===== src/hdl/kmcr_pkg.sv =====
// ----------------------------------------------------------------------------
// kmcr_pkg
// Types, constants and the keycode table of the keypad change reporter.
// ----------------------------------------------------------------------------
package kmcr_pkg;

  localparam int KEY_WIDTH    = 20;
  localparam int INDEX_WIDTH  = 5;
  localparam int CODE_WIDTH   = 8;
  localparam int CFG_IDX_WIDTH = 2;

  localparam int ROW_COUNT_DEFAULT    = 5;
  localparam int COLUMN_COUNT_DEFAULT = 4;

  localparam logic [INDEX_WIDTH-1:0] PTT_INDEX = 5'd20;
  localparam logic [INDEX_WIDTH-1:0] OPT_INDEX = 5'd21;

  localparam logic [CODE_WIDTH-1:0] CODE_NONE      = 8'd0;
  localparam logic [CODE_WIDTH-1:0] CODE_ENTER     = 8'd28;
  localparam logic [CODE_WIDTH-1:0] CODE_PAD_STAR  = 8'd55;
  localparam logic [CODE_WIDTH-1:0] CODE_BACKSLASH = 8'd43;
  localparam logic [CODE_WIDTH-1:0] KEY_P          = 8'd25;
  localparam logic [CODE_WIDTH-1:0] KEY_O          = 8'd24;

  localparam logic [CFG_IDX_WIDTH-1:0] REG_PTT_INTERNAL = 2'd0;
  localparam logic [CFG_IDX_WIDTH-1:0] REG_PTT_EXTERNAL = 2'd1;
  localparam logic [CFG_IDX_WIDTH-1:0] REG_OPT          = 2'd2;

  typedef struct packed {
    logic [KEY_WIDTH-1:0] key_levels;
    logic                 ptt_internal_level;
    logic                 ptt_external_level;
    logic                 opt_level;
  } poll_t;

  typedef struct packed {
    logic [INDEX_WIDTH-1:0] key_index;
    logic [CODE_WIDTH-1:0]  key_code;
    logic                   key_pressed;
    logic                   last_event;
  } event_t;

  typedef struct packed {
    logic                 valid;
    logic [KEY_WIDTH-1:0] changed;
    logic [KEY_WIDTH-1:0] now;
    logic                 ptt_pend;
    logic                 ptt_val;
    logic                 opt_pend;
    logic                 opt_val;
  } scan_load_t;

  typedef struct packed {
    logic   valid;
    event_t item;
  } emit_t;

  function automatic logic [CODE_WIDTH-1:0] key_code_of(logic [INDEX_WIDTH-1:0] idx);
    logic [CODE_WIDTH-1:0] code;
    case (idx)
      5'd0:    code = CODE_ENTER;
      5'd1:    code = 8'd103;
      5'd2:    code = 8'd108;
      5'd3:    code = 8'd1;
      5'd4:    code = 8'd105;
      5'd5:    code = 8'd106;
      5'd6:    code = 8'd2;
      5'd7:    code = 8'd3;
      5'd8:    code = 8'd4;
      5'd9:    code = 8'd5;
      5'd10:   code = 8'd6;
      5'd11:   code = 8'd7;
      5'd12:   code = 8'd8;
      5'd13:   code = 8'd9;
      5'd14:   code = 8'd10;
      5'd15:   code = CODE_PAD_STAR;
      5'd16:   code = 8'd11;
      5'd17:   code = CODE_BACKSLASH;
      default: code = CODE_NONE;
    endcase
    return code;
  endfunction

endpackage


===== src/hdl/kmcr_scan.sv =====
// ----------------------------------------------------------------------------
// kmcr_scan
// Bit-serial scan of the changed-key vector, then push-to-talk and option.
// ----------------------------------------------------------------------------
module kmcr_scan (
  input  logic               clk,
  input  logic               rst,
  input  kmcr_pkg::scan_load_t load,
  input  logic               slot_free,
  output logic               busy,
  output kmcr_pkg::emit_t    emit
);
  import kmcr_pkg::*;

  logic [KEY_WIDTH-1:0]   chg_sr;
  logic [KEY_WIDTH-1:0]   now_sr;
  logic [INDEX_WIDTH-1:0] idx;
  logic                   ptt_pend;
  logic                   ptt_val;
  logic                   opt_pend;
  logic                   opt_val;
  logic                   cand;
  logic                   step;
  event_t                 item;

  always_comb begin
    cand = 1'b0;
    step = 1'b0;
    item = '0;
    if (chg_sr != '0) begin
      cand             = chg_sr[0];
      step             = !chg_sr[0] || slot_free;
      item.key_index   = idx;
      item.key_code    = key_code_of(idx);
      item.key_pressed = now_sr[0];
      item.last_event  = (chg_sr[KEY_WIDTH-1:1] == '0) && !ptt_pend && !opt_pend;
    end else if (ptt_pend) begin
      cand             = 1'b1;
      step             = slot_free;
      item.key_index   = PTT_INDEX;
      item.key_code    = KEY_P;
      item.key_pressed = ptt_val;
      item.last_event  = !opt_pend;
    end else if (opt_pend) begin
      cand             = 1'b1;
      step             = slot_free;
      item.key_index   = OPT_INDEX;
      item.key_code    = KEY_O;
      item.key_pressed = opt_val;
      item.last_event  = 1'b1;
    end
  end

  assign emit.valid = busy && cand && slot_free;
  assign emit.item  = item;

  always_ff @(posedge clk) begin
    if (rst) begin
      busy     <= 1'b0;
      chg_sr   <= '0;
      ptt_pend <= 1'b0;
      opt_pend <= 1'b0;
    end else if (load.valid) begin
      chg_sr   <= load.changed;
      now_sr   <= load.now;
      idx      <= '0;
      ptt_pend <= load.ptt_pend;
      ptt_val  <= load.ptt_val;
      opt_pend <= load.opt_pend;
      opt_val  <= load.opt_val;
      busy     <= (load.changed != '0) || load.ptt_pend || load.opt_pend;
    end else if (busy && step) begin
      if (chg_sr != '0) begin
        chg_sr <= chg_sr >> 1;
        now_sr <= now_sr >> 1;
        idx    <= idx + 1'b1;
      end else if (ptt_pend) begin
        ptt_pend <= 1'b0;
      end else begin
        opt_pend <= 1'b0;
      end
      if (emit.valid && item.last_event) begin
        busy <= 1'b0;
      end
    end
  end

endmodule


===== src/hdl/kmcr_out.sv =====
// ----------------------------------------------------------------------------
// kmcr_out
// Output register of the event channel.
// ----------------------------------------------------------------------------
module kmcr_out (
  input  logic              clk,
  input  logic              rst,
  input  kmcr_pkg::emit_t   emit,
  output logic              slot_free,
  output logic              evt_valid,
  input  logic              evt_stall,
  output kmcr_pkg::event_t  evt_data
);
  import kmcr_pkg::*;

  assign slot_free = !evt_valid || !evt_stall;

  always_ff @(posedge clk) begin
    if (rst) begin
      evt_valid <= 1'b0;
    end else if (emit.valid) begin
      evt_valid <= 1'b1;
    end else if (!evt_stall) begin
      evt_valid <= 1'b0;
    end
  end

  always_ff @(posedge clk) begin
    if (emit.valid) begin
      evt_data <= emit.item;
    end
  end

endmodule


===== src/hdl/keypad_matrix_change_reporter_top.sv =====
// A poll's first event passes the bit-serial scan registers, which step past
// unchanged positions below the lowest changed key, then the output register.
// Scan: one key position per cycle, held at a changed key while the output
// slot is taken, up to the highest changed key, then push-to-talk and option
// where they changed. A poll with no change is free the next cycle. Output
// stalls hold the scan. Synchronous reset clears state, not data registers.
// ----------------------------------------------------------------------------
// keypad_matrix_change_reporter_top
// Keeps the last pressed set and line levels, reports changes as events.
// ----------------------------------------------------------------------------
module keypad_matrix_change_reporter_top #(
  parameter int ROW_COUNT    = kmcr_pkg::ROW_COUNT_DEFAULT,
  parameter int COLUMN_COUNT = kmcr_pkg::COLUMN_COUNT_DEFAULT
) (
  input  logic                                 clk,
  input  logic                                 rst,
  input  logic                                 poll_valid,
  output logic                                 poll_stall,
  input  kmcr_pkg::poll_t                      poll_data,
  output logic                                 evt_valid,
  input  logic                                 evt_stall,
  output kmcr_pkg::event_t                     evt_data,
  input  logic                                 cfg_valid,
  output logic                                 cfg_ready,
  input  logic [kmcr_pkg::CFG_IDX_WIDTH-1:0]   cfg_index,
  input  logic                                 cfg_data
);
  import kmcr_pkg::*;

  localparam int KEY_COUNT = (ROW_COUNT * COLUMN_COUNT > KEY_WIDTH) ?
                             KEY_WIDTH : ROW_COUNT * COLUMN_COUNT;
  localparam logic [KEY_WIDTH-1:0] KEY_MASK = {KEY_WIDTH{1'b1}} >> (KEY_WIDTH - KEY_COUNT);

  logic                 ptt_internal_present;
  logic                 ptt_external_present;
  logic                 opt_present;
  logic [KEY_WIDTH-1:0] pressed_set;
  logic                 ptt_previous;
  logic                 opt_previous;
  logic                 busy;
  logic                 slot_free;
  logic                 accept;
  logic [KEY_WIDTH-1:0] now;
  logic                 ptt_fitted;
  logic                 ptt_comb;
  scan_load_t           load;
  emit_t                emit;

  assign cfg_ready  = 1'b1;
  assign poll_stall = busy;
  assign accept     = poll_valid && !busy;

  assign now        = ~poll_data.key_levels & KEY_MASK;
  assign ptt_fitted = ptt_internal_present || ptt_external_present;
  assign ptt_comb   = (ptt_internal_present && poll_data.ptt_internal_level) ||
                      (ptt_external_present && poll_data.ptt_external_level);

  always_comb begin
    load.valid    = accept;
    load.changed  = now ^ pressed_set;
    load.now      = now;
    load.ptt_pend = ptt_fitted && (ptt_comb != ptt_previous);
    load.ptt_val  = !ptt_comb;
    load.opt_pend = opt_present && (poll_data.opt_level != opt_previous);
    load.opt_val  = !poll_data.opt_level;
  end

  always_ff @(posedge clk) begin
    if (rst) begin
      ptt_internal_present <= 1'b0;
      ptt_external_present <= 1'b0;
      opt_present          <= 1'b0;
    end else if (cfg_valid) begin
      case (cfg_index)
        REG_PTT_INTERNAL: ptt_internal_present <= cfg_data;
        REG_PTT_EXTERNAL: ptt_external_present <= cfg_data;
        REG_OPT:          opt_present          <= cfg_data;
        default: ;
      endcase
    end
  end

  always_ff @(posedge clk) begin
    if (rst) begin
      pressed_set  <= '0;
      ptt_previous <= 1'b0;
      opt_previous <= 1'b0;
    end else if (accept) begin
      pressed_set <= now;
      if (ptt_fitted) begin
        ptt_previous <= ptt_comb;
      end
      if (opt_present) begin
        opt_previous <= poll_data.opt_level;
      end
    end
  end

  kmcr_scan u_scan (
    .clk       (clk),
    .rst       (rst),
    .load      (load),
    .slot_free (slot_free),
    .busy      (busy),
    .emit      (emit)
  );

  kmcr_out u_out (
    .clk       (clk),
    .rst       (rst),
    .emit      (emit),
    .slot_free (slot_free),
    .evt_valid (evt_valid),
    .evt_stall (evt_stall),
    .evt_data  (evt_data)
  );

endmodule


===== config.mk =====
export PLATFORM = sky130hd
export DESIGN_NAME = keypad_matrix_change_reporter_top
export DESIGN_NICKNAME = d
export VERILOG_FILES = /design/src/hdl/kmcr_pkg.sv /design/src/hdl/kmcr_scan.sv /design/src/hdl/kmcr_out.sv /design/src/hdl/keypad_matrix_change_reporter_top.sv
export SDC_FILE = /design/constraint.sdc
export NUM_CORES = 1
export LEC_CHECK = 0
export ABC_CLOCK_PERIOD_IN_PS = 6200
export BUFFER_PORTS_ARGS = -buffer_cell sky130_fd_sc_hd__buf_4
export CAP_MARGIN = 5
export CORE_MARGIN = 1
export CORE_UTILIZATION = 50
export DETAILED_ROUTE_END_ITERATION = 12
export GPL_TIMING_DRIVEN = 0
export PLACE_DENSITY = 0.7
export SETUP_SLACK_MARGIN = 0.05
export SYNTH_ARGS = -nofsm -noshare
export SYNTH_HDL_FRONTEND = slang
export SYNTH_SLANG_ARGS = --single-unit

===== constraint.sdc =====
create_clock -name clk -period 6.2 [get_ports clk]
set_input_delay 0.62 -clock clk [delete_from_list [all_inputs] [get_ports clk]]
set_output_delay 0.62 -clock clk [all_outputs]
set_load 0.01 [all_outputs]

**After elaboration in Yosys (flattened, before gate mapping)**

Memory sizes are Yosys's and may differ from the RTL's. A register that Yosys moved wholly into a read port is not among the register bits.
Index checks and enable logic that the tools add are counted.

- Bits in registers: 91
- Bits in read-only memories: 224
- Input port bits: 31
- Word-level logic and storage cells: 105
- Memories kept: 1

Memory list:

| memory | words | width | read ports | clocked after Yosys merged registers in | wr ports | line | text |
|---|---|---|---|---|---|---|---|
| (name not given) | 32 | 7 | 1 | 1 | 0 | kmcr_pkg.sv:60 | `case (idx)` |

- Add/sub/neg operators: 1
- Equal/unequal tests: 7
- Mux-type cells: 31
- Bitwise operators: 3
- Reductions and logical operators: 43

Operators by type and width:

| operator | count |
|---|---|
| two-way mux 20 bit | 6 |
| two-way mux 15 bit | 3 |
| nonzero test 20 bit | 2 |
| two-way mux 5 bit | 4 |
| NOT 20 bit | 1 |
| bitwise XOR 20 bit | 1 |
| zero test 19 bit | 1 |
| two-way mux 1 bit | 18 |
| AND reduction 2 bit | 9 |
| logical AND 1 bit | 11 |
| zero test 1 bit | 8 |
| logical OR 1 bit | 6 |
| AND reduction 3 bit | 2 |
| nonzero test 2 bit | 3 |
| adder 5 x 1 -> 5 bit (second input constant) | 1 |
| inequality test 2 bit (second input constant) | 2 |
| equality test 2 x 1 -> 1 bit (second input constant) | 1 |
| equality test 2 bit (second input constant) | 1 |
| zero test 2 bit | 1 |
| inequality test 1 bit | 2 |
| inequality test 2 x 1 -> 1 bit (second input constant) | 1 |
| NOT 1 bit | 1 |

**Logic depth before layout (Yosys ltp)**

- Word-level depth: 9
- Gate-level depth with buffers: 9
- Mapped depth without buffers: 9

**By module**

From an unflattened synthesis, not the netlist that was laid out.

- Cell total of the unflattened synthesis: 460
- Area total of the unflattened synthesis: 4760.8 um2

By module, submodules not included:

| module | times used | cells an instance | area an instance (um2) | sequential area each (um2) |
|---|---|---|---|---|
| kmcr_scan | 1 | 302 | 3027.9 | 1411.4 |
| keypad_matrix_change_reporter_top | 1 | 139 | 1249.9 | 500.5 |
| kmcr_out | 1 | 19 | 483.0 | 470.5 |

**Worst setup path before layout**

Ideal clock, no wire load.

- Kind: input-to-reg
- From: input evt_stall
- To: register with a tool-made name
- Setup time: 60 ps
- Arrival time: 2531 ps
- Required time: 6140 ps
- Slack: 3609 ps
- Cell stages on the path: 9
- Cells stage by stage: nand3_1 and2_1 o21ai_2 a21o_1 mux2_2 ha_1 or3b_2 a211oi_2 a311o_1

RTL lines:

| what | line | text |
|---|---|---|
| start: declaration | keypad_matrix_change_reporter_top.sv:21 | `input logic evt_stall,` |

==> results.py <==
metrics = {
    "synth": {
        "ys_async_sr_fraction_pct": 0,
        "synth_flop_cell": "dfxtp_1",
        "ys_seq_elements": 97,
        "synthCells": 445,
        "synth_nets": 482,
        "syn-cell-area_mm2": 0.00454,
        "yosysWarnings": 0,
        "synthDistinctLibCells": 51,
        "ys_seq_area_share_pct": 51.8,
        "avgSynthCellArea_um2": 10.2,
        "synth_edf_count": 41,
    },
    "critical_path": {
        "cp-end-kind": "flip-flop",
        "r2r_setup_slack_ns": 3.46,
        "required_ns": 6.51,
        "timing.rr.start": "u_scan.chg_sr[1]",
        "worst-setup-path-type": "flip-flop to flip-flop",
        "critPathMaxFanout": 6,
        "crit_start": "u_scan.chg_sr[1]",
        "start_kind": "flip-flop",
        "arrival_ns": 3.05,
    },
    "grt": {
        "antenna_found_initial": 0,
        "grt_overflow": 0,
        "grt_use_total_pct": 20.2,
        "grt_pass1_wl_um": 15200,
        "grt_max_degree": 26,
        "grt_pass1_vias": 3188,
    },
    "placed_design": {
        "gp_congestion": 0.918,
        "placed_area_mm2": 0.00501,
        "pre_cts_slack_ns": 3.30,
        "portBuffers": 45,
        "dp_hpwl_um": 7040,
    },
    "timing": {
        "timing.final.ws_setup_ns": 3.46,
        "finalSetupViolCount": 0,
        "rsz0062_at_grt": "no",
        "final_max_slew_viol_count": 0,
        "fin_crit_sh_pct": 44.1,
        "tightest_slew_ns": 1.02,
        "period_minus_slack_ns": 2.74,
        "whs_ns": 0.446,
        "clock_skew_ns": 0.00612,
        "fmax_mhz": 365,
        "worst_slew_margin_rel_pct": 31.8,
        "hold_viol": 0,
        "tns_ns": 0,
    },
    "clock_tree": {
        "cts_resized": 0,
        "insertion_delay_ns": 0.36,
        "cts_setup_buffers": 0,
        "postCtsHoldBufs": 0,
        "clock-sinks": 97,
        "clockBufferDepth": 2,
        "cts_tree": "built",
        "htree_levels": 3,
        "clk_pin_slew_ns": 0.09,
        "cts_buffers": 9,
        "clockRootBuffer": "clkbuf_8",
    },
    "layout": {
        "layout-drive-gt1-share_pct": 17.6,
        "final_nets": 538,
        "multi_input_area_mm2": 0.00203,
        "area_growth_syn_to_layout_pct": 14.8,
        "antenna-diode-count": 0,
        "final_area_mm2": 0.00521,
        "final_common_cell": "nor2_1",
        "ff_latch_area_mm2": 0.00235,
        "layout_common_cells": "nor2_1, dfxtp_1, buf_4, edfxtp_1, a211oi_1",
        "fillers": 736,
    },
    "detailed_routing": {
        "wire_per_inst_um": 15.3,
        "antenna_left": 0,
        "drtIter0Drc": 114,
        "highest_layer": "met4",
        "wl_um": 9370,
        "drt-pass1-iter-count": 4,
        "post_drt_via_cell_ratio": 5.54,
        "dr_wl_met2_um": 4570,
        "route.met3.wl_um": 351,
        "drt-met1-wl_um": 4300,
        "vias": 3404,
        "drc": 0,
    },
    "min_path": {
        "hold_path.class": "input pin to flip-flop",
        "min-delay-start": "poll_data[19]",
    },
    "power": {
        "p_leak_nw": 2.02,
        "p_per_area_mw_per_mm2": 283,
        "peakVddDrop_uv": 157,
    },
    "floorplanning": {
        "start_util_pct": 51.8,
        "ioPinCount": 49,
        "num_rows": 34,
        "core_area_mm2": 0.00876,
        "chipHeight_um": 97.3,
        "die_area_mm2": 0.00946,
        "die_w_um": 97.3,
    },
    "job": {
        "drv_cap": 0,
    },
    "status": {
        "status": "completed",
    },
}
==> logic make-up (layout without fill, tap and decap cells) <==
kind of cell    count (synthesis)  after routing  synth area share (%)
buf+inv                        37             98                  3.47
flops                          97             97                  51.8
xor+xnor                       25             25                  4.83
simple gates                  153            153                  17.0
compound gates                101            101                  15.4
fa+ha+maj                       6              6                  1.65
mux                            24             24                  5.57
other cells                     2              2                 0.166
==> layer usage <==
layer	vias up	global-route usage (%)
met1	1594	26.0
met4	0	6.56
met2	81	34.3
met3	14	3.67
met5	-	0
li1	1715	-
==> area by class of cell <==
| cell class | instances | area share (%) |
|---|---|---|
| flip-flops and latches | 97 | 45.2 |
| multi-input cells | 311 | 38.9 |
| repair buffers | 45 | 6.49 |
| clock buffers | 12 | 2.79 |
| well taps | 108 | 2.59 |
| plain buffers | 30 | 2.52 |
| clock inverters | 4 | 1.01 |
| inverters | 7 | 0.505 |
==> metrics by stage <==
step	utilization (%)	cells	total power, mW
6_report	59.4	614	1.47
5_1_grt	59.4	614	1.54
4_1_cts	59.4	614	1.48
3_5_place_dp	57.2	598	1.07
3_3_place_gp	57.2	598	1.06
2_1_floorplan	-	445	0.982
==> cells in the mapped netlist, drive strengths merged (2+ instances only) <==
master	n	area [um2]
nand4	4	25.0
clkbuf	19	71.3
a211oi	36	275
buf	11	60.1
edfxtp	41	1230
a21oi	14	70.1
nand2	31	116
and3	3	18.8
a21o	12	90.1
conb	2	7.51
o211ai	4	35.0
dfxtp	56	1120
nand2b	2	12.5
nor3	5	25.0
xnor2	13	114
mux2i	14	140
or2	3	18.8
a31oi	3	18.8
mux2	10	113
nor4	5	76.3
and2	9	56.3
inv	7	26.3
o21ai	22	114
nand3b	4	30.0
ha	6	75.1
nor2	68	255
nand3	11	80.1
nor2b	2	12.5
a32o	2	20.0
xor2	12	105
or4	3	22.5
==> where the power goes <==
group	leakage (nW)	total, mW	switching, mW	internal, mW
combinational	1.09	0.283	0.159	0.123
sequential	0.844	0.772	0.0377	0.735
clock	0.0888	0.418	0.220	0.198
total	2.02	1.47	0.417	1.06
==> flip-flops by register name, summed over array words and instances, names as in the netlist, named ones only <==
name,cells
pressed_set,20
u_scan.idx,5
u_scan.now_sr,20
opt_previous,1
ptt_internal_present,1
ptt_previous,1
u_out.evt_data,14
opt_present,1
u_scan.opt_val,1
u_scan.busy,1
u_scan.chg_sr,20
u_out.evt_valid,1
ptt_external_present,1
u_scan.ptt_pend,1
u_scan.opt_pend,1
u_scan.ptt_val,1
==> worst max-delay path, cell delays in order (launching register included) <==
cell,delay [ns]
dfxtp_1,0.35
nor4_4,0.39
nand3_4,0.16
o21ai_2,0.27
nor2_1,0.07
mux2_2,0.33
ha_1,0.30
or3b_2,0.45
a211oi_2,0.22
a311o_1,0.15
==> final timing paths <==
check / endpoint / cells after the start
min: pressed_set[16] / 2
max: flip-flop / 9
max reg2reg: flip-flop / 9
min reg2reg: opt_previous / 2
Note: power is estimated with default switching activity, not from simulation.
